<file path="src/design/csc_pkg.sv">
// ----------------------------------------------------------------------------
// csc_pkg: shared types, constants and the tanh table for the soft clipper
// Holds the cell payload structs of the three cell chains, the register index
// codes of the configuration port and the elaboration-time tanh table builder.
// ----------------------------------------------------------------------------
package csc_pkg;

  // tanh table: entries 0..TANH_DEPTH cover x in [0, 4]
  localparam int TANH_DEPTH = 256;
  localparam int IDX_W      = $clog2(TANH_DEPTH);
  localparam int TAB_AW     = $clog2(TANH_DEPTH + 1);
  // table position: index plus 16-bit fraction
  localparam int POS_W      = IDX_W + 16;
  // dividend of the position division: d * DEPTH * 2^14
  localparam int NUM_W      = 16 + IDX_W + 15;
  localparam logic [IDX_W+14:0] POS_SCALE = (IDX_W + 15)'(TANH_DEPTH * 16384);

  localparam int SQRT_STEPS  = 16;
  localparam int SCALE_STEPS = 16;

  localparam logic [15:0] THRESHOLD_RESET = 16'd16384;

  // configuration register indexes
  typedef enum logic [0:0] {
    CFG_CLIP_ENABLE = 1'b0,
    CFG_THRESHOLD   = 1'b1
  } cfg_idx_t;

  // sample context carried along every stage
  typedef struct packed {
    logic               valid;
    logic signed [15:0] re;
    logic signed [15:0] im;
    logic        [15:0] m;
  } ctx_t;

  // square root cell: one root bit per cell
  typedef struct packed {
    ctx_t        ctx;
    logic [19:0] rem;
    logic [15:0] root;
    logic [31:0] rad;
  } sqrt_cell_t;

  // table position cell: one quotient bit of d*DEPTH*2^14 / span
  typedef struct packed {
    ctx_t             ctx;
    logic             active;
    logic             sat;
    logic [16:0]      rem;
    logic [POS_W-1:0] low;
    logic [POS_W-1:0] q;
  } pos_cell_t;

  // scaling cell: one quotient bit of both parts, divisor is the magnitude
  typedef struct packed {
    ctx_t        ctx;
    logic        clipped;
    logic [17:0] rem_re;
    logic [15:0] low_re;
    logic [15:0] q_re;
    logic [17:0] rem_im;
    logic [15:0] low_im;
    logic [15:0] q_im;
  } scale_cell_t;

  typedef logic [15:0] tanh_tab_t [TANH_DEPTH+1];

  // restoring 64-bit division, used only while building the table
  function automatic longint unsigned udiv64(longint unsigned a, longint unsigned b);
    longint unsigned q;
    longint unsigned r;
    q = '0;
    r = '0;
    for (int i = 63; i >= 0; i--) begin
      r = {r[62:0], a[i]};
      q = {q[62:0], 1'b0};
      if (r >= b) begin
        r = r - b;
        q = q | 64'd1;
      end
    end
    return q;
  endfunction

  // tanh(4k/DEPTH) in Q0.15, exp summed as a Q32 Taylor series
  function automatic tanh_tab_t build_tanh_tab();
    tanh_tab_t         tab;
    longint unsigned   one;
    longint unsigned   sum;
    longint unsigned   term;
    longint unsigned   num;
    longint unsigned   dv;
    longint unsigned   den;
    longint unsigned   t;
    one = 64'd1 << 32;
    for (int k = 0; k <= TANH_DEPTH; k++) begin
      sum  = one;
      term = one;
      num  = 64'(8 * k);
      for (int n = 1; n < 64; n++) begin
        dv   = 64'(TANH_DEPTH) * 64'(n);
        term = udiv64(term * num, dv);
        sum  = sum + term;
      end
      den = sum + one;
      t   = udiv64(((sum - one) << 15) + (den >> 1), den);
      if (t > 64'd32768) t = 64'd32768;
      tab[k] = t[15:0];
    end
    return tab;
  endfunction

endpackage

</file>
<file path="src/design/csc_sqrt_cell.sv">
// ----------------------------------------------------------------------------
// csc_sqrt_cell: one step of the integer square root
// Brings in two radicand bits, tries the next root bit and registers the
// partial root and remainder for the next cell.
// ----------------------------------------------------------------------------
module csc_sqrt_cell (
  input  logic                clk,
  input  logic                rst,
  input  logic                en,
  input  csc_pkg::sqrt_cell_t d_in,
  output csc_pkg::sqrt_cell_t d_out
);
  import csc_pkg::*;

  logic [19:0] rem_sh;
  logic [19:0] trial;
  sqrt_cell_t  cell_next;

  // trial subtract of (4*root + 1)
  always_comb begin
    rem_sh    = {d_in.rem[17:0], d_in.rad[31:30]};
    trial     = {2'b00, d_in.root, 2'b01};
    cell_next = d_in;
    cell_next.rad = {d_in.rad[29:0], 2'b00};
    if (rem_sh >= trial) begin
      cell_next.rem  = rem_sh - trial;
      cell_next.root = {d_in.root[14:0], 1'b1};
    end else begin
      cell_next.rem  = rem_sh;
      cell_next.root = {d_in.root[14:0], 1'b0};
    end
  end

  always_ff @(posedge clk) begin
    if (rst) begin
      d_out.ctx.valid <= 1'b0;
    end else if (en) begin
      d_out <= cell_next;
    end
  end

endmodule

</file>
<file path="config.mk">
export PLATFORM = sky130hd
export DESIGN_NAME = csc_sqrt_cell
export DESIGN_NICKNAME = d
export VERILOG_FILES = /design/src/design/csc_pkg.sv /design/src/design/csc_sqrt_cell.sv
export SDC_FILE = /design/constraint.sdc
export NUM_CORES = 1
export LEC_CHECK = 0
export BUFFER_PORTS_ARGS = -buffer_cell sky130_fd_sc_hd__buf_2
export CAP_MARGIN = 10
export CORE_MARGIN = 1.5
export CORE_UTILIZATION = 45
export CTS_CLUSTER_SIZE = 14
export DETAILED_ROUTE_END_ITERATION = 6
export GPL_ROUTABILITY_DRIVEN = 1
export GPL_TIMING_DRIVEN = 0
export PLACE_DENSITY = 0.81
export SYNTH_ARGS = -nofsm -noshare
export SYNTH_HDL_FRONTEND = slang
export SYNTH_SLANG_ARGS = --single-unit
</file>
<file path="constraint.sdc">
create_clock -name clk -period 16.3 [get_ports clk]
set_input_delay 4.89 -clock clk [delete_from_list [all_inputs] [get_ports clk]]
set_output_delay 4.89 -clock clk [all_outputs]
set_load 0.1 [all_outputs]
</file>
==> metrics.md <==
| Metric | Value |
|---|---|
| Status | complete, no violations |
| GPL Wtd Cong | 0.851 |
| Final ANT Viol Nets | 0 |
| Pins Over Slew Limit | 0 |
| Net switching power | 0.000340 W |
| DRT iter0 DRCs | 272 |
| Nets | 706 |
| Internal | 0.000614 W |
| Layout Utilization | 0.652 |
| Crit-path slowest cell | o21ai_0 |
| Setup Skew | 0 ps |
| Worst-path clk slew | 50 ps |
| Worst Setup Start Kind | input pin |
| Die H | 105 um |
| Drt pass-1 iters | 5 |
| Combinational Power Share | 0.262 |
| Post-synth EDFFs | between 100 and 150 |
| Clock Latency Late Sink | 490 ps |
| Worst EP arrival | 7330 ps |
| # port buffers | between 200 and 250 |
| Area leader, netlist | edfxtp_1 |
| Post-layout instance area | 6670 um2 |
| Placed Instances | 685 |
| Gate count of the mapped netlist | 313 |
| Sinks on Clock Net | 115 |
| Clock power share | 0.363 |
| DRC Markers | 0 |
| Most frequent cells in the layout | buf_2, edfxtp_1, nand2_1 |
| Max Freq | 140 MHz |
| Fraction of layout cells with a size suffix above 1 | 0.485 |
| Sum of negative setup slack | 0 ps |
| CP max stage delay | 650 ps |
| Num CTS Buffers | 17 |
| CP max FO | 10 |
| First-pass GRT wire length | around 20,000 um |
| Synth Register Bits | 115 |
| Unique cell type count in the Yosys netlist | 46 |
| LEAKAGE | approximately 2.9 nW |
| Resized Gates After CTS | 0 |
| Commonest non-fill, non-tap cell in the layout | buf_2 |
| Worst-margin pin slew | 825 ps |
| Min Tclk post-route | 7120 ps |
| Critical Path RT | 16,510 ps |
| Setup-failing EPs final | 0 |
| HPWL after detailed placement | slightly below 10,000 um |
| Largest net degree at the start of global routing | 39 |
| Root Buffer | clkbuf_8 |
| Global route overflow | 0 |
| Die Wd | 105 um |
| Synth area leaders | edfxtp_1, ha_1, nand2_1 |
| WL per Instance | between 15 and 20 um |
| Power, Total | 0.000954 W |
| Cell family with most CP delay | compound AO/OA/AOI/OAI gates |
| Total die area | 11,100 um2 |
| Synth top area share | 0.727 |
| CP most frequent cell | o21ai_0 |
| Number of buffer and inverter stages on the critical path | 3 |
| Syn_area_per_cell | between 15 and 20 um2 |
| Initial antenna violation count | 1 |
| Max reg flops | 115 |
| HP Class | reg -> reg |
| Post-synthesis sequential area ratio | 0.731 |
| GRT Total Usage | 0.241 |
| Net Sw Frac | 0.356 |
| Critical path, cell by cell | buf_2 -> inv_1 -> ha_1 -> a21oi_1 -> nand2_1 -> o21ai_0 -> o311a_4 -> clkbuf_1 -> o21ai_0 |
| Top flop regs | d_out x115 |
| Vias in the first global route | between 3,000 and 4,000 |
| Synthesized cell area | 4710 um2 |
| Filler cells | 751 |
| Clock Tree Buf Depth | 2 |
| I/O pin count | approximately 240 |
| Dpl cell area | just over 6000 um2 |
| Largest Register | d_out |
| Fraction of registers with async set/reset | 0 |
| Fin crit share | 0.437 |
| Via count | 3,642 |
| Most common flop cell mapped by yosys | edfxtp_1 |
| Antenna diodes | 0 |
| CTS tree | yes |
| Buffer count from post-CTS setup fixing | 0 |
| Initial Util | 0.461 |
| WS Path Type | in -> reg |
| Yosys warns | 0 |
| RSZ-0062 raised after global routing | false |
| Sequential power share | 0.375 |
| Max-Cap Viols | 0 |
| Critical path endpoint category | flip-flop |
| Core Rows | 37 |
| Post-Layout Cell Count | 717 |
| Post-CTS Hold Fix Bufs | 0 |
| Slew Limit Headroom | 0.444 |
| CTS H-tree lvls | 4 |
| Layout area overhead | 41.6% |
| VDD IR-drop max | about 0.095 mV |
| Routed WL | 13,300 um |
| CORE AREA | between 10,000 and 15,000 um2 |
| Hold Violations, Final | 0 |
| DR vias/cell | between 5 and 6 |
| Pwr dens | 143 nW/um2 |
layer usage:
layer,share of wire,up-vias,track usage
met5,0.00068,-,0
met4,0.029,2,0.0969
met3,0.091,31,0.103
met2,0.52,166,0.423
met1,0.36,1753,0.256
li1,-,1690,-
logic make-up (layout without fill, tap and decap cells):
| kind of cell | Yosys count | after routing | share of synthesized area |
|---|---|---|---|
| flops | 115 | 115 | 0.731 |
| compound gates | 68 | 68 | 0.0940 |
| simple gates | 61 | 61 | 0.0637 |
| buf+inv | 32 | 299 | 0.0284 |
| fa+ha+maj | 18 | 18 | 0.0478 |
| xor+xnor | 15 | 15 | 0.0279 |
| mux | 3 | 3 | 0.00664 |
| other cells | 1 | 2 | 0.000796 |
Yosys cell counts, types with 2 or more instances:
library cell,n
a21o_1,4
o21ai_1,3
mux2i_1,2
edfxtp_1,114
buf_4,2
xnor2_1,9
a211oi_1,3
o21a_1,2
a31o_2,2
nor2_1,7
nor3_1,3
nand3_1,3
ha_1,18
o211ai_1,2
xor2_1,6
a211o_1,2
inv_1,21
nand4_1,3
a21oi_1,15
nand2b_1,3
nor2b_1,3
buf_2,4
o31ai_1,2
nand2_1,30
nor4_1,3
clkbuf_1,4
a31oi_1,4
a311oi_1,2
o21ai_0,20
final timing paths:
path                            cells past startpoint  slack (ps)         end        from
worst min-delay path                                2         520  d_out[116]  d_out[116]
worst max-delay path                                9        9180   d_out[59]    d_in[37]
worst max register to register                      2       15690  d_out[116]  d_out[116]
worst min register to register                      2         520  d_out[116]  d_out[116]
power groups by stage:
stage	clock, W	sequential (W)	combinational, W
finish	0.000346	0.000358	0.000250
global route	0.000366	0.000359	0.000259
CTS	0.000352	0.000358	0.000250
detailed placement	0	0.000363	0.000249
global placement	0	0.000365	0.000244
floorplan	0	0.000520	0.0000448
area by class of cell:
cell class / count / area (um2) / share of cell area
clock buffer: 19 / 422 / 0.0632
sequential: 115 / 3440 / 0.516
clock inverter: 13 / 135 / 0.0203
buffer: 11 / 55.1 / 0.00825
inverter: 21 / 78.8 / 0.0118
multi-input combinational: 167 / 1150 / 0.172
timing repair buffer: 235 / 1220 / 0.183
tap: 136 / 170 / 0.0255
tightest hold or removal path, stage by stage (launching register included):
cell and delay, ps:
dfxtp_1 330, mux2i_1 80, nor2_1 80
stage by stage:
stage          setup slack, ps  hold WS (ps)
2_1_floorplan             5740           971
3_3_place_gp              4080           480
3_5_place_dp              8700           516
4_1_cts                   9170           529
5_1_grt                   8970           544
6_report                  9180           521
Power figures use the tool's default switching activity.
