===== config.mk =====
export PLATFORM = sky130hd
export DESIGN_NAME = csc_scale_cell
export DESIGN_NICKNAME = d
export VERILOG_FILES = /design/src/design/csc_pkg.sv /design/src/design/csc_scale_cell.sv
export SDC_FILE = /design/constraint.sdc
export NUM_CORES = 1
export LEC_CHECK = 0
export BUFFER_PORTS_ARGS = -buffer_cell sky130_fd_sc_hd__buf_2
export CELL_PAD_IN_SITES_DETAIL_PLACEMENT = 1
export CELL_PAD_IN_SITES_GLOBAL_PLACEMENT = 1
export CORE_ASPECT_RATIO = 0.6
export CORE_MARGIN = 5
export CORE_UTILIZATION = 35
export CTS_CLUSTER_SIZE = 20
export DETAILED_ROUTE_END_ITERATION = 12
export GPL_TIMING_DRIVEN = 0
export PLACE_DENSITY_LB_ADDON = 0.1
export SLEW_MARGIN = 20
export SYNTH_ARGS = -nofsm -noshare
export SYNTH_HDL_FRONTEND = slang
export SYNTH_SLANG_ARGS = --single-unit

===== constraint.sdc =====
create_clock -name clk -period 9.7 [get_ports clk]
set_clock_uncertainty 0.2 [all_clocks]
set_input_delay 0.97 -clock clk [delete_from_list [all_inputs] [get_ports clk]]
set_output_delay 0.97 -clock clk [all_outputs]
set_load 0.02 [all_outputs]

===== src/design/csc_pkg.sv =====
// ----------------------------------------------------------------------------
// csc_pkg: shared types, constants and the tanh table for the soft clipper
// Holds the cell payload structs of the three cell chains, the register index
// codes of the configuration port and the elaboration-time tanh table builder.
// ----------------------------------------------------------------------------
package csc_pkg;

  // tanh table: entries 0..TANH_DEPTH cover x in [0, 4]
  localparam int TANH_DEPTH = 256;
  localparam int IDX_W      = $clog2(TANH_DEPTH);
  localparam int TAB_AW     = $clog2(TANH_DEPTH + 1);
  // table position: index plus 16-bit fraction
  localparam int POS_W      = IDX_W + 16;
  // dividend of the position division: d * DEPTH * 2^14
  localparam int NUM_W      = 16 + IDX_W + 15;
  localparam logic [IDX_W+14:0] POS_SCALE = (IDX_W + 15)'(TANH_DEPTH * 16384);

  localparam int SQRT_STEPS  = 16;
  localparam int SCALE_STEPS = 16;

  localparam logic [15:0] THRESHOLD_RESET = 16'd16384;

  // configuration register indexes
  typedef enum logic [0:0] {
    CFG_CLIP_ENABLE = 1'b0,
    CFG_THRESHOLD   = 1'b1
  } cfg_idx_t;

  // sample context carried along every stage
  typedef struct packed {
    logic               valid;
    logic signed [15:0] re;
    logic signed [15:0] im;
    logic        [15:0] m;
  } ctx_t;

  // square root cell: one root bit per cell
  typedef struct packed {
    ctx_t        ctx;
    logic [19:0] rem;
    logic [15:0] root;
    logic [31:0] rad;
  } sqrt_cell_t;

  // table position cell: one quotient bit of d*DEPTH*2^14 / span
  typedef struct packed {
    ctx_t             ctx;
    logic             active;
    logic             sat;
    logic [16:0]      rem;
    logic [POS_W-1:0] low;
    logic [POS_W-1:0] q;
  } pos_cell_t;

  // scaling cell: one quotient bit of both parts, divisor is the magnitude
  typedef struct packed {
    ctx_t        ctx;
    logic        clipped;
    logic [17:0] rem_re;
    logic [15:0] low_re;
    logic [15:0] q_re;
    logic [17:0] rem_im;
    logic [15:0] low_im;
    logic [15:0] q_im;
  } scale_cell_t;

  typedef logic [15:0] tanh_tab_t [TANH_DEPTH+1];

  // restoring 64-bit division, used only while building the table
  function automatic longint unsigned udiv64(longint unsigned a, longint unsigned b);
    longint unsigned q;
    longint unsigned r;
    q = '0;
    r = '0;
    for (int i = 63; i >= 0; i--) begin
      r = {r[62:0], a[i]};
      q = {q[62:0], 1'b0};
      if (r >= b) begin
        r = r - b;
        q = q | 64'd1;
      end
    end
    return q;
  endfunction

  // tanh(4k/DEPTH) in Q0.15, exp summed as a Q32 Taylor series
  function automatic tanh_tab_t build_tanh_tab();
    tanh_tab_t         tab;
    longint unsigned   one;
    longint unsigned   sum;
    longint unsigned   term;
    longint unsigned   num;
    longint unsigned   dv;
    longint unsigned   den;
    longint unsigned   t;
    one = 64'd1 << 32;
    for (int k = 0; k <= TANH_DEPTH; k++) begin
      sum  = one;
      term = one;
      num  = 64'(8 * k);
      for (int n = 1; n < 64; n++) begin
        dv   = 64'(TANH_DEPTH) * 64'(n);
        term = udiv64(term * num, dv);
        sum  = sum + term;
      end
      den = sum + one;
      t   = udiv64(((sum - one) << 15) + (den >> 1), den);
      if (t > 64'd32768) t = 64'd32768;
      tab[k] = t[15:0];
    end
    return tab;
  endfunction

endpackage


===== src/design/csc_scale_cell.sv =====
// ----------------------------------------------------------------------------
// csc_scale_cell: one quotient bit of the I and Q rescaling
// Two restoring division steps side by side, both dividing by the magnitude.
// ----------------------------------------------------------------------------
module csc_scale_cell (
  input  logic                 clk,
  input  logic                 rst,
  input  logic                 en,
  input  csc_pkg::scale_cell_t d_in,
  output csc_pkg::scale_cell_t d_out
);
  import csc_pkg::*;

  logic [17:0] div;
  logic [17:0] sh_re;
  logic [17:0] sh_im;
  scale_cell_t cell_next;

  always_comb begin
    div       = {2'b00, d_in.ctx.m};
    sh_re     = {d_in.rem_re[16:0], d_in.low_re[15]};
    sh_im     = {d_in.rem_im[16:0], d_in.low_im[15]};
    cell_next = d_in;
    cell_next.low_re = {d_in.low_re[14:0], 1'b0};
    cell_next.low_im = {d_in.low_im[14:0], 1'b0};
    // in-phase part
    if (sh_re >= div) begin
      cell_next.rem_re = sh_re - div;
      cell_next.q_re   = {d_in.q_re[14:0], 1'b1};
    end else begin
      cell_next.rem_re = sh_re;
      cell_next.q_re   = {d_in.q_re[14:0], 1'b0};
    end
    // quadrature part
    if (sh_im >= div) begin
      cell_next.rem_im = sh_im - div;
      cell_next.q_im   = {d_in.q_im[14:0], 1'b1};
    end else begin
      cell_next.rem_im = sh_im;
      cell_next.q_im   = {d_in.q_im[14:0], 1'b0};
    end
  end

  always_ff @(posedge clk) begin
    if (rst) begin
      d_out.ctx.valid <= 1'b0;
    end else if (en) begin
      d_out <= cell_next;
    end
  end

endmodule


==> results.py <==
metrics = {
    "sta": {
        "fin_crit_sh_pct": 37.5,
        "relSlewSlack_pct": 61.5,
        "finalSetupViolCount": 0,
        "rsz0062_at_grt": "false",
        "finalMaxSlewViolations": 0,
        "hold_viol": 0,
        "min_period_ns": 3.64,
        "fmaxAchievable_mhz": 275,
        "worstMarginPinSlew_ns": 0.563,
    },
    "detailed_routing": {
        "vias": 5086,
        "wire_per_inst_um": 20.7,
        "vias_per_cell": 4.88,
        "drt_wl_total_mm": 21.6,
        "drtAntennaViolNets": 0,
        "dr.pass1.iters": 4,
        "drcViolationCount": 0,
        "drt-initial-drc-count": 259,
    },
    "clock_tree": {
        "ctsHoldBuffers": 0,
        "post_cts_buffers": 0,
        "cts_tree": "yes",
        "h-tree-depth": 4,
        "clk_pin_slew_worst_paths_ns": 0.06,
        "cts_resized": 0,
        "cts_made_buffers": 17,
        "cts_root_buf": "clkbuf_16",
        "cts.sinks": 148,
        "insertion_delay_ns": 0.42,
        "clk_path_buf_depth": 2,
    },
    "final_layout": {
        "ff_latch_area_mm2": 0.00443,
        "largest_register_ff_count": 148,
        "diodes": 0,
        "fillers": 1972,
        "layout-drive-gt1-share_pct": 43.1,
        "stdcell_count": 1042,
        "multiInputGateArea_mm2": 0.00191,
        "area_growth_pct": 38.3,
        "top_regs": "d_out: 148 flops",
        "nets": 978,
        "top_register": "d_out",
    },
    "min_path": {
        "min_to": "d_out[149]$_SDFFE_PP0P_",
        "hold_depth": 2,
        "hp-start": "d_out[149]$_SDFFE_PP0P_",
        "hold_path.class": "reg2reg",
    },
    "placed_design": {
        "portBuffers": 296,
        "gp_congestion": 0.868,
        "dp_cells": 1012,
        "post-dp-hpwl_mm": 17.6,
    },
    "logic_synthesis": {
        "synth_area_per_cell_um2": 13.9,
        "synth_cell_types": 50,
        "ys_seq_area_share_pct": 68.1,
        "ys_ff_latch": 148,
        "yosys_warnings": 0,
        "synth_top_flop_cell": "edfxtp_1",
        "synthCells": 469,
        "async_flop_share_pct": 0,
        "synth_edf_count": 147,
        "syn-cell-area_mm2": 0.00651,
    },
    "global_route": {
        "grt_util_all_layers_pct": 19.6,
        "grt.met3_usage_pct": 6.30,
        "grt_max_degree": 29,
        "grt_pass1_wl_mm": 31.7,
        "grt-ovfl-total": 0,
        "grt.busiest_layer": "met2",
        "grt_pass1_vias": 5444,
        "antenna_found_initial": 2,
        "use_met1_pct": 24.7,
        "use_met2_pct": 33.6,
    },
    "setup_path": {
        "critPathKind": "in2reg",
        "rr_worst_depth": 2,
        "path_cells": "buf_2, ha_1, inv_1, fa_1, a21oi_1, o21ai_1, a21oi_2, or2_4, o311a_4, clkbuf_1, o21ai_0",
        "critPathTopFamily": "compound AO/OA/AOI/OAI gates",
        "required_ns": 9.62,
        "slowest_delay_ns": 0.46,
        "rrSetupSlack_ns": 8.92,
        "rr_startpoint": "d_out[149]$_SDFFE_PP0P_",
        "crit_arrival_ns": 3.56,
        "start_kind": "input port",
        "crit_path_max_fanout": 10,
        "r2r_end": "d_out[149]$_SDFFE_PP0P_",
        "cp-end-kind": "register",
        "path_buf_inv": 3,
        "slowest_stage": "clkbuf_1",
    },
    "power_and_ir_drop": {
        "comb_power_share_pct": 18.4,
        "intPower_mw": 1.26,
        "p_leak_nw": 3.83,
        "sequentialPowerShare_pct": 45.2,
        "p_total_mw": 1.72,
        "clkPwrFrac_pct": 36.4,
        "ir_worst_vdd_mv": 0.0905,
        "p_sw_share_pct": 27.0,
        "power.density_mw_per_mm2": 191,
        "p_switching_mw": 0.465,
    },
    "floorplanning": {
        "coreArea_mm2": 0.0182,
        "fp-row-count": 38,
        "pin_count": 303,
        "die_area_mm2": 0.0215,
        "initial_utilization_pct": 35.8,
        "die_h_um": 116,
        "die_w_um": 186,
    },
    "status": {
        "run_status": "finished, final reports clean",
    },
    "flow_run": {
        "cap_violations": 0,
    },
}
==> through the flow <==
stage	setup TNS [ns]	hold slack (ns)	utilization (%)	worst slack, ns	instance area, um^2
floorplan	0	0.379	-	1.34	6510
global placement	-179.13	0.279	45.7	-1.23	8290
detailed placement	0	0.294	46.5	5.56	8450
CTS	0	0.308	49.6	6.02	9000
global route	0	0.336	49.6	5.89	9000
finish	0	0.299	49.6	6.06	9000
==> tightest hold or removal path: cells and delay by family (launching register included) <==
kind | cells | cell delay, ns
multiplexers | 1 | 0.06
AND/OR/NAND/NOR | 1 | 0.08
flip-flops | 1 | 0.32
==> cells in the mapped netlist, types with 2 or more instances <==
master	count	area (um^2)
edfxtp_1	147	4410
nand2_1	37	139
o21ai_0	37	185
a21oi_1	33	165
ha_1	32	400
inv_1	30	113
nor2_1	25	93.8
xnor2_1	16	140
nand3_1	11	55.1
xor2_1	10	87.6
clkbuf_1	9	33.8
a21o_1	6	45.0
a31oi_1	6	37.5
mux2_2	6	67.6
nor2b_1	5	31.3
nor3_1	5	25.0
nand4_1	4	25.0
a211oi_1	3	22.5
and4_1	3	26.3
o21a_1	3	22.5
buf_2	2	10.0
buf_4	2	15.0
fa_1	2	40.0
mux2i_1	2	20.0
nor3b_1	2	15.0
o2111ai_1	2	17.5
o211ai_1	2	15.0
o21bai_1	2	15.0
o31ai_1	2	15.0
or2_2	2	12.5
or4_1	2	15.0
==> cell type report <==
class,count,share of cell area [%]
Timing Repair Buffer,302,18.1
Inverter,30,1.25
Tap cell,240,3.34
Sequential cell,148,49.3
Buffer,13,0.653
Multi-Input combinational cell,279,21.3
Clock buffer,21,4.89
Clock inverter,9,1.20
==> logic make-up (layout without fill, tap and decap cells) <==
kind of cell | Yosys count | count (layout) | share of synthesized area (%)
xor gates and xnor gates | 26 | 26 | 3.50
AOI/OAI and AO/OA | 107 | 107 | 10.1
and+or+nand+nor | 102 | 102 | 7.44
muxes | 8 | 8 | 1.35
buffers and inverters | 43 | 375 | 2.63
adders and majority gates | 34 | 34 | 6.77
other | 1 | 2 | 0.0576
DFF | 148 | 148 | 68.1
==> power by group through the flow <==
stage / combinational [mW] / sequential [mW] / clock (mW)
2_1_floorplan: 0.121 / 0.861 / 0
3_3_place_gp: 0.303 / 0.799 / 0
3_5_place_dp: 0.319 / 0.793 / 0
4_1_cts: 0.321 / 0.780 / 0.647
5_1_grt: 0.346 / 0.783 / 0.675
6_report: 0.318 / 0.778 / 0.627
==> how the worst max path moves through the flow <==
stage,from,endpoint,slack (ns),cells after the start
after floorplan,rst,d_out[0]$_DFFE_PP_,1.34,1
after global placement,en,d_out[67]$_DFFE_PP_,-1.23,2
after detailed placement,d_in[101],d_out[94]$_DFFE_PP_,5.56,11
after CTS,d_in[101],d_out[94]$_DFFE_PP_,6.02,11
after global routing,d_in[101],d_out[94]$_DFFE_PP_,5.89,11
final,d_in[101],d_out[94]$_DFFE_PP_,6.06,11
==> cell usage in the layout (no fill, tap or decap), drive strengths merged, types with 5 or more instances in the layout <==
cell type,count
a21oi,34
o21ai,38
nand2,37
clkinv,5
inv,31
nor2b,5
nor3,5
edfxtp,147
xnor2,16
buf,306
nand3,12
a31oi,6
mux2,6
xor2,10
a21o,6
nor2,25
clkbuf,30
ha,32
==> metal layers <==
layer	share of wire (%)	routed length, um
met3	7.0	1520
met5	0.12	26
met4	0.76	164
met2	50	10700
met1	42	9180
(Power assumes the default switching activity.)
