File: src/design/csc_pkg.sv
// ----------------------------------------------------------------------------
// csc_pkg: shared types, constants and the tanh table for the soft clipper
// Holds the cell payload structs of the three cell chains, the register index
// codes of the configuration port and the elaboration-time tanh table builder.
// ----------------------------------------------------------------------------
package csc_pkg;

  // tanh table: entries 0..TANH_DEPTH cover x in [0, 4]
  localparam int TANH_DEPTH = 256;
  localparam int IDX_W      = $clog2(TANH_DEPTH);
  localparam int TAB_AW     = $clog2(TANH_DEPTH + 1);
  // table position: index plus 16-bit fraction
  localparam int POS_W      = IDX_W + 16;
  // dividend of the position division: d * DEPTH * 2^14
  localparam int NUM_W      = 16 + IDX_W + 15;
  localparam logic [IDX_W+14:0] POS_SCALE = (IDX_W + 15)'(TANH_DEPTH * 16384);

  localparam int SQRT_STEPS  = 16;
  localparam int SCALE_STEPS = 16;

  localparam logic [15:0] THRESHOLD_RESET = 16'd16384;

  // configuration register indexes
  typedef enum logic [0:0] {
    CFG_CLIP_ENABLE = 1'b0,
    CFG_THRESHOLD   = 1'b1
  } cfg_idx_t;

  // sample context carried along every stage
  typedef struct packed {
    logic               valid;
    logic signed [15:0] re;
    logic signed [15:0] im;
    logic        [15:0] m;
  } ctx_t;

  // square root cell: one root bit per cell
  typedef struct packed {
    ctx_t        ctx;
    logic [19:0] rem;
    logic [15:0] root;
    logic [31:0] rad;
  } sqrt_cell_t;

  // table position cell: one quotient bit of d*DEPTH*2^14 / span
  typedef struct packed {
    ctx_t             ctx;
    logic             active;
    logic             sat;
    logic [16:0]      rem;
    logic [POS_W-1:0] low;
    logic [POS_W-1:0] q;
  } pos_cell_t;

  // scaling cell: one quotient bit of both parts, divisor is the magnitude
  typedef struct packed {
    ctx_t        ctx;
    logic        clipped;
    logic [17:0] rem_re;
    logic [15:0] low_re;
    logic [15:0] q_re;
    logic [17:0] rem_im;
    logic [15:0] low_im;
    logic [15:0] q_im;
  } scale_cell_t;

  typedef logic [15:0] tanh_tab_t [TANH_DEPTH+1];

  // restoring 64-bit division, used only while building the table
  function automatic longint unsigned udiv64(longint unsigned a, longint unsigned b);
    longint unsigned q;
    longint unsigned r;
    q = '0;
    r = '0;
    for (int i = 63; i >= 0; i--) begin
      r = {r[62:0], a[i]};
      q = {q[62:0], 1'b0};
      if (r >= b) begin
        r = r - b;
        q = q | 64'd1;
      end
    end
    return q;
  endfunction

  // tanh(4k/DEPTH) in Q0.15, exp summed as a Q32 Taylor series
  function automatic tanh_tab_t build_tanh_tab();
    tanh_tab_t         tab;
    longint unsigned   one;
    longint unsigned   sum;
    longint unsigned   term;
    longint unsigned   num;
    longint unsigned   dv;
    longint unsigned   den;
    longint unsigned   t;
    one = 64'd1 << 32;
    for (int k = 0; k <= TANH_DEPTH; k++) begin
      sum  = one;
      term = one;
      num  = 64'(8 * k);
      for (int n = 1; n < 64; n++) begin
        dv   = 64'(TANH_DEPTH) * 64'(n);
        term = udiv64(term * num, dv);
        sum  = sum + term;
      end
      den = sum + one;
      t   = udiv64(((sum - one) << 15) + (den >> 1), den);
      if (t > 64'd32768) t = 64'd32768;
      tab[k] = t[15:0];
    end
    return tab;
  endfunction

endpackage

File: src/design/csc_pos_cell.sv
// ----------------------------------------------------------------------------
// csc_pos_cell: one quotient bit of the tanh table position
// Restoring division step by the span, one dividend bit shifted in per cell.
// ----------------------------------------------------------------------------
module csc_pos_cell (
  input  logic               clk,
  input  logic               rst,
  input  logic               en,
  input  logic [14:0]        span,
  input  csc_pkg::pos_cell_t d_in,
  output csc_pkg::pos_cell_t d_out
);
  import csc_pkg::*;

  logic [16:0] rem_sh;
  pos_cell_t   cell_next;

  always_comb begin
    rem_sh    = {d_in.rem[15:0], d_in.low[POS_W-1]};
    cell_next = d_in;
    cell_next.low = {d_in.low[POS_W-2:0], 1'b0};
    if (rem_sh >= {2'b00, span}) begin
      cell_next.rem = rem_sh - {2'b00, span};
      cell_next.q   = {d_in.q[POS_W-2:0], 1'b1};
    end else begin
      cell_next.rem = rem_sh;
      cell_next.q   = {d_in.q[POS_W-2:0], 1'b0};
    end
  end

  always_ff @(posedge clk) begin
    if (rst) begin
      d_out.ctx.valid <= 1'b0;
    end else if (en) begin
      d_out <= cell_next;
    end
  end

endmodule

File: config.mk
export PLATFORM = sky130hd
export DESIGN_NAME = csc_pos_cell
export DESIGN_NICKNAME = d
export VERILOG_FILES = /design/src/design/csc_pkg.sv /design/src/design/csc_pos_cell.sv
export SDC_FILE = /design/constraint.sdc
export NUM_CORES = 1
export LEC_CHECK = 0
export BUFFER_PORTS_ARGS = -buffer_cell sky130_fd_sc_hd__buf_2
export CAP_MARGIN = 20
export CORE_MARGIN = 5
export CORE_UTILIZATION = 35
export DETAILED_ROUTE_END_ITERATION = 10
export SLEW_MARGIN = 20
export SYNTH_ARGS = -nofsm -noshare
export SYNTH_HDL_FRONTEND = slang
export SYNTH_SLANG_ARGS = --single-unit
File: constraint.sdc
create_clock -name clk -period 7.35 [get_ports clk]
set_clock_uncertainty 0.1 [all_clocks]
set_input_delay 0.3675 -clock clk [delete_from_list [all_inputs] [get_ports clk]]
set_output_delay 0.3675 -clock clk [all_outputs]
set_load 0.01 [all_outputs]
==> results of run 1 <==
layout by cell type (no fill, tap or decap), types with 5 or more instances in the layout:
master	Yosys	routed
sky130_fd_sc_hd__o21a_1	6	6
sky130_fd_sc_hd__nor2_1	18	18
sky130_fd_sc_hd__edfxtp_1	114	114
sky130_fd_sc_hd__nand2_1	17	17
sky130_fd_sc_hd__buf_2	1	246
sky130_fd_sc_hd__a21oi_1	17	17
sky130_fd_sc_hd__inv_1	22	22
sky130_fd_sc_hd__xnor2_1	6	6
sky130_fd_sc_hd__clkbuf_16	0	17
sky130_fd_sc_hd__o21ai_0	8	8
sky130_fd_sc_hd__mux2_2	5	5
sky130_fd_sc_hd__ha_1	15	15
per-layer routing:
layer | GRT usage | vias to the layer above | share of wire
met1 | 0.1768 | 1591 | 0.38
met2 | 0.2690 | 168 | 0.51
li1 | - | 1640 | -
met4 | 0.05426 | 2 | 0.012
met3 | 0.06012 | 16 | 0.095
met5 | 0 | - | 0.00055
power by group:
part	leakage [uW]	switching, uW	internal [uW]
clock	0.000274	296	500
sequential	0.00108	10.5	779
combinational	0.00157	127	106
logic make-up after synthesis:
logic type                 after synthesis  share of synthesized area
buffers and inverters                   31                    0.03227
DFF                                    115                     0.7341
and+or+nand+nor                         61                    0.06535
xor gates and xnor gates                 9                    0.01681
other                                    1                  0.0007994
AOI/OAI and AO/OA                       53                    0.07629
adders and majority gates               16                    0.04428
muxes                                   12                    0.03014
stage by stage:
step / hold slack [ps] / setup slack (ps) / utilization / instances
2_1_floorplan: 339.9 / 1215 / - / 298
3_3_place_gp: 372.8 / 4045 / 0.4616 / 712
3_5_place_dp: 402.5 / 4001 / 0.4616 / 712
4_1_cts: 13.72 / 4426 / 0.5057 / 744
5_1_grt: 13.95 / 4225 / 0.5078 / 745
6_report: 37.07 / 4405 / 0.5078 / 745
worst reg2reg max path: cells and delay by family (launching register included):
family	cells	cell delay (ps)
muxes	1	130
and+or+nand+nor	1	60
DFF	1	310
worst min-delay path by stage:
stage | endpoint | slack [ps] | cells past startpoint
after global routing | d_out[9] | 10 | 1
after CTS | d_out[17] | 10 | 1
after detailed placement | d_out[115] | 400 | 2
final | d_out[3] | 40 | 1
after global placement | d_out[115] | 370 | 2
after floorplan | d_out[115] | 340 | 1
area by class of cell:
type                            count  area [sq um]
Multi-Input combinational cell    152          1104
Fill cell                        1186          6492
Timing Repair Buffer              248          1266
Clock inverter                     15         156.4
Tap cell                          176         220.2
Sequential cell                   115          3443
Clock buffer                       17         425.4
Inverter                           22         82.58
==> results_tabular.tex, run 1 <==
\begin{tabular}{lr}
\hline
Metric & Value \\
\hline
\multicolumn{2}{l}{\textbf{Global route}} \\
Aggregate global routing overflow & 0 \\
Vias in the first global route & 3450 \\
Combined global-route utilization of all metal layers & 0.1557 \\
Number of antenna violations at the first check in global routing & 1 \\
Wire length of the first global-routing pass & 18980 um \\
Largest net degree at the start of global routing & 76 \\
\multicolumn{2}{l}{\textbf{Synth}} \\
Cell types with the highest counts after synthesis & sky130\_fd\_sc\_hd\_\_edfxtp\_1, sky130\_fd\_sc\_hd\_\_inv\_1, sky130\_fd\_sc\_hd\_\_nor2\_1 \\
Count of flip-flops with a built-in enable after synthesis & 114 \\
Number of nets in the synthesized netlist & 448 \\
Mean post-synth cell area & 15.74 sq um \\
Post-synthesis sequential area ratio & 0.7341 \\
Main flop type after synthesis & sky130\_fd\_sc\_hd\_\_edfxtp\_1 \\
Most instantiated library cell after synthesis & sky130\_fd\_sc\_hd\_\_edfxtp\_1 \\
Number of distinct library cell variants in the gate-level netlist after synthesis & 53 \\
Flops \& latches, synth & 115 \\
Share of flip-flops with an asynchronous set or reset after synthesis & 0 \\
Cell accounting for the most synthesized area & sky130\_fd\_sc\_hd\_\_edfxtp\_1 \\
Leading cell types by total area after synthesis & sky130\_fd\_sc\_hd\_\_edfxtp\_1, sky130\_fd\_sc\_hd\_\_ha\_1, sky130\_fd\_sc\_hd\_\_a21oi\_1 \\
Synth Cell Area & 4691 sq um \\
Synthesized instance count & 298 \\
Proportion of netlist area held by the largest area contributor & 0.7298 \\
Count of yosys warnings during synthesis & 0 \\
\multicolumn{2}{l}{\textbf{Worst setup path}} \\
Largest delay contributor family on the critical path & compound AO/OA/AOI/OAI gates \\
Destination of the critical timing path & d\_out[54] \\
Timing startpoint of the critical path & d\_in[58] \\
Critical Path Start Type & primary input \\
WP depth & 7 \\
Crit path capture type & flip-flop \\
CP peak stage delay & 770 ps \\
Arrival time of data at the critical path endpoint & 3000 ps \\
Largest fanout on the critical path & 24 \\
Cells along the critical path & buf\_2, ha\_1, nand4\_2, or3\_1, o211ai\_1, a211o\_1, mux2\_2 \\
Worst reg2reg startpoint & d\_out[115] \\
Worst path slowest cell & sky130\_fd\_sc\_hd\_\_a211o\_1 \\
R2R setup slack & 6650 ps \\
Number of cells traversed by the worst register-to-register path & 2 \\
Terminus of the critical flop-to-flop path & d\_out[115] \\
Worst setup path class & primary input to flip-flop \\
Buffer and inverter count on the worst path & 1 \\
Required arrival time at the worst endpoint & 7400 ps \\
\multicolumn{2}{l}{\textbf{Timing}} \\
Achievable Freq & 339.5 MHz \\
Slew margin rel. & 0.3546 \\
Transition time of the tightest slew-check pin & 968.1 ps \\
Total setup violations reported at the end of the flow & 0 \\
Sum of negative setup slack & 0 ps \\
Period utilisation layout & 0.4007 \\
Final Hold Violating Endpoints & 0 \\
Final critical delay including setup and external delays & 2945 ps \\
Number of slew-limit violations in the final report & 0 \\
RSZ-0062 raised after global routing & no \\
\multicolumn{2}{l}{\textbf{Detailed routing}} \\
Routed wire per std cell & 16.94 um \\
Mean number of vias per cell & 4.587 \\
DRC violations left & 0 \\
Via count & 3417 \\
Post-DRT Antenna Nets & 0 \\
Final Routed Wirelength & 12620 um \\
Number of DRC markers after the initial detailed-route iteration & 134 \\
DR pass1 iterations & 4 \\
\multicolumn{2}{l}{\textbf{Cells and area}} \\
Number of flip-flops under the largest register name & 115 \\
Ant. Diodes & 0 \\
Area Growth Syn to Fin & 42.78\% \\
Layout cells sized above 1 & 0.5185 \\
Largest Register & d\_out \\
Area of all placed cells without fillers & 6698 sq um \\
Biggest regs & d\_out: 115 flops \\
Final Net Count & 706 \\
\multicolumn{2}{l}{\textbf{Clock network}} \\
Register clock-pin slew on the reported worst setup and hold paths & 60 ps \\
\# hold bufs at CTS & 0 \\
Clock net sink count & 115 \\
Clock tree buffer depth & 2 \\
Number of buffers inserted to repair setup after CTS & 0 \\
Deepest level of the CTS H-tree & 4 \\
Insertion delay of the later-clocked pin in the worst-skew pair & 400 ps \\
Number of CTS-inserted buffers & 17 \\
Clock tree from TritonCTS & done \\
Count of instances resized after the clock tree is built & 0 \\
Clock Root Buffer & sky130\_fd\_sc\_hd\_\_clkbuf\_16 \\
\multicolumn{2}{l}{\textbf{Placement}} \\
Routability congestion estimate & 0.8672 \\
Detailed placer's ending HPWL & 9757 um \\
Port bufs & 246 \\
Post-DP Area & 6088 sq um \\
\multicolumn{2}{l}{\textbf{Pwr}} \\
Worst IR drop on VDD & 0.1537 mV \\
Power per cell area & 271.5 nW/um\^{}2 \\
Reported leakage power & 0.002923 uW \\
Total Power & 1818 uW \\
\multicolumn{2}{l}{\textbf{Die}} \\
Die W & 125.8 um \\
Die height & 125.8 um \\
Area of the die & 15820 sq um \\
Area inside the core boundary & 13190 sq um \\
Number of placed I/O pins & 250 \\
Initial Utilization & 0.3556 \\
Number of placement rows & 42 \\
\multicolumn{2}{l}{\textbf{Hold path}} \\
Path class of the lowest-slack min-delay path & primary input to flip-flop \\
Worst Hold Launch & d\_in[2] \\
\multicolumn{2}{l}{\textbf{Job}} \\
\# Max-Cap Violations & 0 \\
\multicolumn{2}{l}{\textbf{Status}} \\
Status & finished clean \\
\hline
\end{tabular}
Note: power is estimated with default switching activity, not from simulation.
==> run 2, diff against run 1 <==
clock period = 2.9 ns   (was 7.35 ns; I/O delays follow)
==> results_tabular.tex, run 2 (synthesized netlist as in run 1, its figures left out) <==
\begin{tabular}{lr}
\hline
Metric & Value \\
\hline
\multicolumn{2}{l}{\textbf{Status}} \\
Status & finished clean \\
\multicolumn{2}{l}{\textbf{Pwr}} \\
Sw frac & 0.2403 (+0.002151) \\
Worst IR drop on VDD & 0.3542 mV (+130\%) \\
Power per cell area & 607.8 nW/um\^{}2 (+120\%) \\
Power Internal & 3618 uW (+160\%) \\
Portion of total power attributed to combinational logic & 0.153 (+0.025) \\
Clock Power Share & 0.426 (-0.011) \\
Reported leakage power & 0.003414 uW (+17\%) \\
Seq pwr share & 0.421 (-0.013) \\
Switching power & 1145 uW (+160\%) \\
\multicolumn{2}{l}{\textbf{Die}} \\
Area inside the core boundary & 13190 sq um (unchanged) \\
Die height & 125.8 um (unchanged) \\
Number of placement rows & 42 (unchanged) \\
Initial Utilization & 0.3556 (unchanged) \\
Area of the die & 15820 sq um (unchanged) \\
Number of placed I/O pins & 250 (unchanged) \\
Die W & 125.8 um (unchanged) \\
\multicolumn{2}{l}{\textbf{Worst setup path}} \\
Timing startpoint of the critical path & d\_in[55] \\
Worst reg2reg startpoint & d\_out[115] \\
Worst setup path class & primary input to flip-flop \\
Critical Path Start Type & primary input \\
Arrival time of data at the critical path endpoint & 2750 ps (-250 ps) \\
Required arrival time at the worst endpoint & 2940 ps (-4460 ps) \\
Crit path capture type & flip-flop \\
Largest fanout on the critical path & 7 (-71\%) \\
\multicolumn{2}{l}{\textbf{Placement}} \\
Port bufs & 246 (unchanged) \\
Setup slack at placement & 285.2 ps (-3716 ps) \\
Placed cell count & 723 (+1.5\%) \\
Detailed placer's ending HPWL & 9814 um (+0.59\%) \\
Routability congestion estimate & 0.7988 (-7.9\%) \\
\multicolumn{2}{l}{\textbf{Clock network}} \\
Clock Root Buffer & sky130\_fd\_sc\_hd\_\_clkbuf\_16 \\
Register clock-pin slew on the reported worst setup and hold paths & 60 ps (about the same) \\
Clock tree from TritonCTS & done \\
Clock net sink count & 115 (unchanged) \\
Clock tree buffer depth & 2 (unchanged) \\
Number of buffers inserted to repair setup after CTS & 0 (unchanged) \\
Deepest level of the CTS H-tree & 4 (unchanged) \\
Number of CTS-inserted buffers & 17 (unchanged) \\
Insertion delay of the later-clocked pin in the worst-skew pair & 390 ps (about the same) \\
\multicolumn{2}{l}{\textbf{Cells and area}} \\
Area Growth Syn to Fin & 67.06\% \\
Commonest non-fill, non-tap cell in the layout & sky130\_fd\_sc\_hd\_\_buf\_2 \\
Final Net Count & 823 (+17\%) \\
Number of flip-flops under the largest register name & 115 (unchanged) \\
Largest Register & d\_out \\
Ant. Diodes & 0 (unchanged) \\
Most used cells in the layout excluding fill and tap cells & sky130\_fd\_sc\_hd\_\_buf\_2, sky130\_fd\_sc\_hd\_\_edfxtp\_1, sky130\_fd\_sc\_hd\_\_dlygate4sd3\_1, sky130\_fd\_sc\_hd\_\_inv\_1, sky130\_fd\_sc\_hd\_\_nor2\_1 \\
Fin cells & 862 (+16\%) \\
Biggest regs & d\_out: 115 flops \\
Post-route core utilization & 0.5941 (+0.08632) \\
Layout cells sized above 1 & 0.4446 (-0.07385) \\
\multicolumn{2}{l}{\textbf{Detailed routing}} \\
Mean number of vias per cell & 4.512 (-1.6\%) \\
Number of DRC markers after the initial detailed-route iteration & 172 (+28\%) \\
DR pass1 iterations & 4 (unchanged) \\
Final Routed Wirelength & 14440 um (+14\%) \\
Routed wire per std cell & 16.75 um (-1.1\%) \\
Via count & 3889 (+14\%) \\
DRC violations left & 0 (unchanged) \\
Post-DRT Antenna Nets & 0 (unchanged) \\
\multicolumn{2}{l}{\textbf{Global route}} \\
Wire length of the first global-routing pass & 22320 um (+18\%) \\
Combined global-route utilization of all metal layers & 0.1819 (+0.02618) \\
Vias in the first global route & 4202 (+22\%) \\
Largest net degree at the start of global routing & 88 (+16\%) \\
Number of antenna violations at the first check in global routing & 1 (unchanged) \\
Aggregate global routing overflow & 0 (unchanged) \\
\multicolumn{2}{l}{\textbf{Timing}} \\
Final critical delay including setup and external delays & 2710 ps \\
Total setup violations reported at the end of the flow & 0 (unchanged) \\
Period utilisation layout & 0.9344 \\
RSZ-0062 raised after global routing & no \\
Final Hold Violating Endpoints & 0 (unchanged) \\
Sum of negative setup slack & 0 ps (unchanged) \\
Achievable Freq & 369.0 MHz \\
Final Worst Setup Slack & 190.3 ps (-4214 ps) \\
Number of slew-limit violations in the final report & 0 (unchanged) \\
Worst Hold Margin & 20.81 ps (-16.25 ps) \\
\multicolumn{2}{l}{\textbf{Hold path}} \\
Path class of the lowest-slack min-delay path & primary input to flip-flop \\
Worst Hold Launch & d\_in[52] \\
\multicolumn{2}{l}{\textbf{Job}} \\
\# Max-Cap Violations & 0 (unchanged) \\
\hline
\end{tabular}
run 2: cell types whose count changed in the layout (fill, tap and decap cells not counted), sizes merged:
cell | previous run | this run
buf | 248 | 258
dlygate4sd3 | 0 | 107
run 2: metrics by stage:
| step | power [uW] | instance area (sq um) |
|---|---|---|
| 2_1_floorplan | 2369 | 4698 |
| 3_3_place_gp | 2637 | 6183 |
| 3_5_place_dp | 2649 | 6183 |
| 4_1_cts | 4829 | 7836 |
| 5_1_grt | 4981 | 7836 |
| 6_report | 4763 | 7836 |
run 2: layer usage:
metal,global-route usage,share of wire
met5,0,0.00090
met4,0.07129,0.021
met3,0.06393,0.072
met2,0.3228,0.53
met1,0.1998,0.38
run 2: power by group through the flow:
stage	Clock (uW)	Sequential (uW)	Combinational, uW
3_3_place_gp	0	2030	605
3_5_place_dp	0	2040	613
2_1_floorplan	0	2110	261
5_1_grt	2170	2020	795
6_report	2030	2010	730
4_1_cts	2090	2000	733
run 2: critical path: stages:
cell	delay (ps)
sky130_fd_sc_hd__dlygate4sd3_1	530
sky130_fd_sc_hd__buf_2	130
sky130_fd_sc_hd__ha_1	350
sky130_fd_sc_hd__a21oi_1	260
sky130_fd_sc_hd__o21ai_0	220
sky130_fd_sc_hd__a21o_1	240
sky130_fd_sc_hd__a211o_1	350
sky130_fd_sc_hd__buf_4	210
sky130_fd_sc_hd__buf_4	150
sky130_fd_sc_hd__o311ai_1	80
sky130_fd_sc_hd__o22ai_2	100
run 2: repair_timing:
action                                 in CTS  in global routing
hold buffers                              107                  0
resized for setup                           0                  0
endpoints found under the hold margin     106                  0
run 2: worst paths after layout:
path	to	slack (ps)	depth (start not counted)
hold / removal	d_out[53]	20	3
hold reg to reg	d_out[115]	980	3
setup / recovery	d_out[61]	190	11
setup reg to reg	d_out[115]	1620	3
run 2: area by class of cell:
type                       instances  area (sq um)
clock buffer                      17         425.4
sequential                       115          3443
inverter                          22         82.58
fill                            1023          5354
clock inverter                    15         156.4
multi-input combinational        152          1104
tap                              176         220.2
timing repair buffer             365          2405
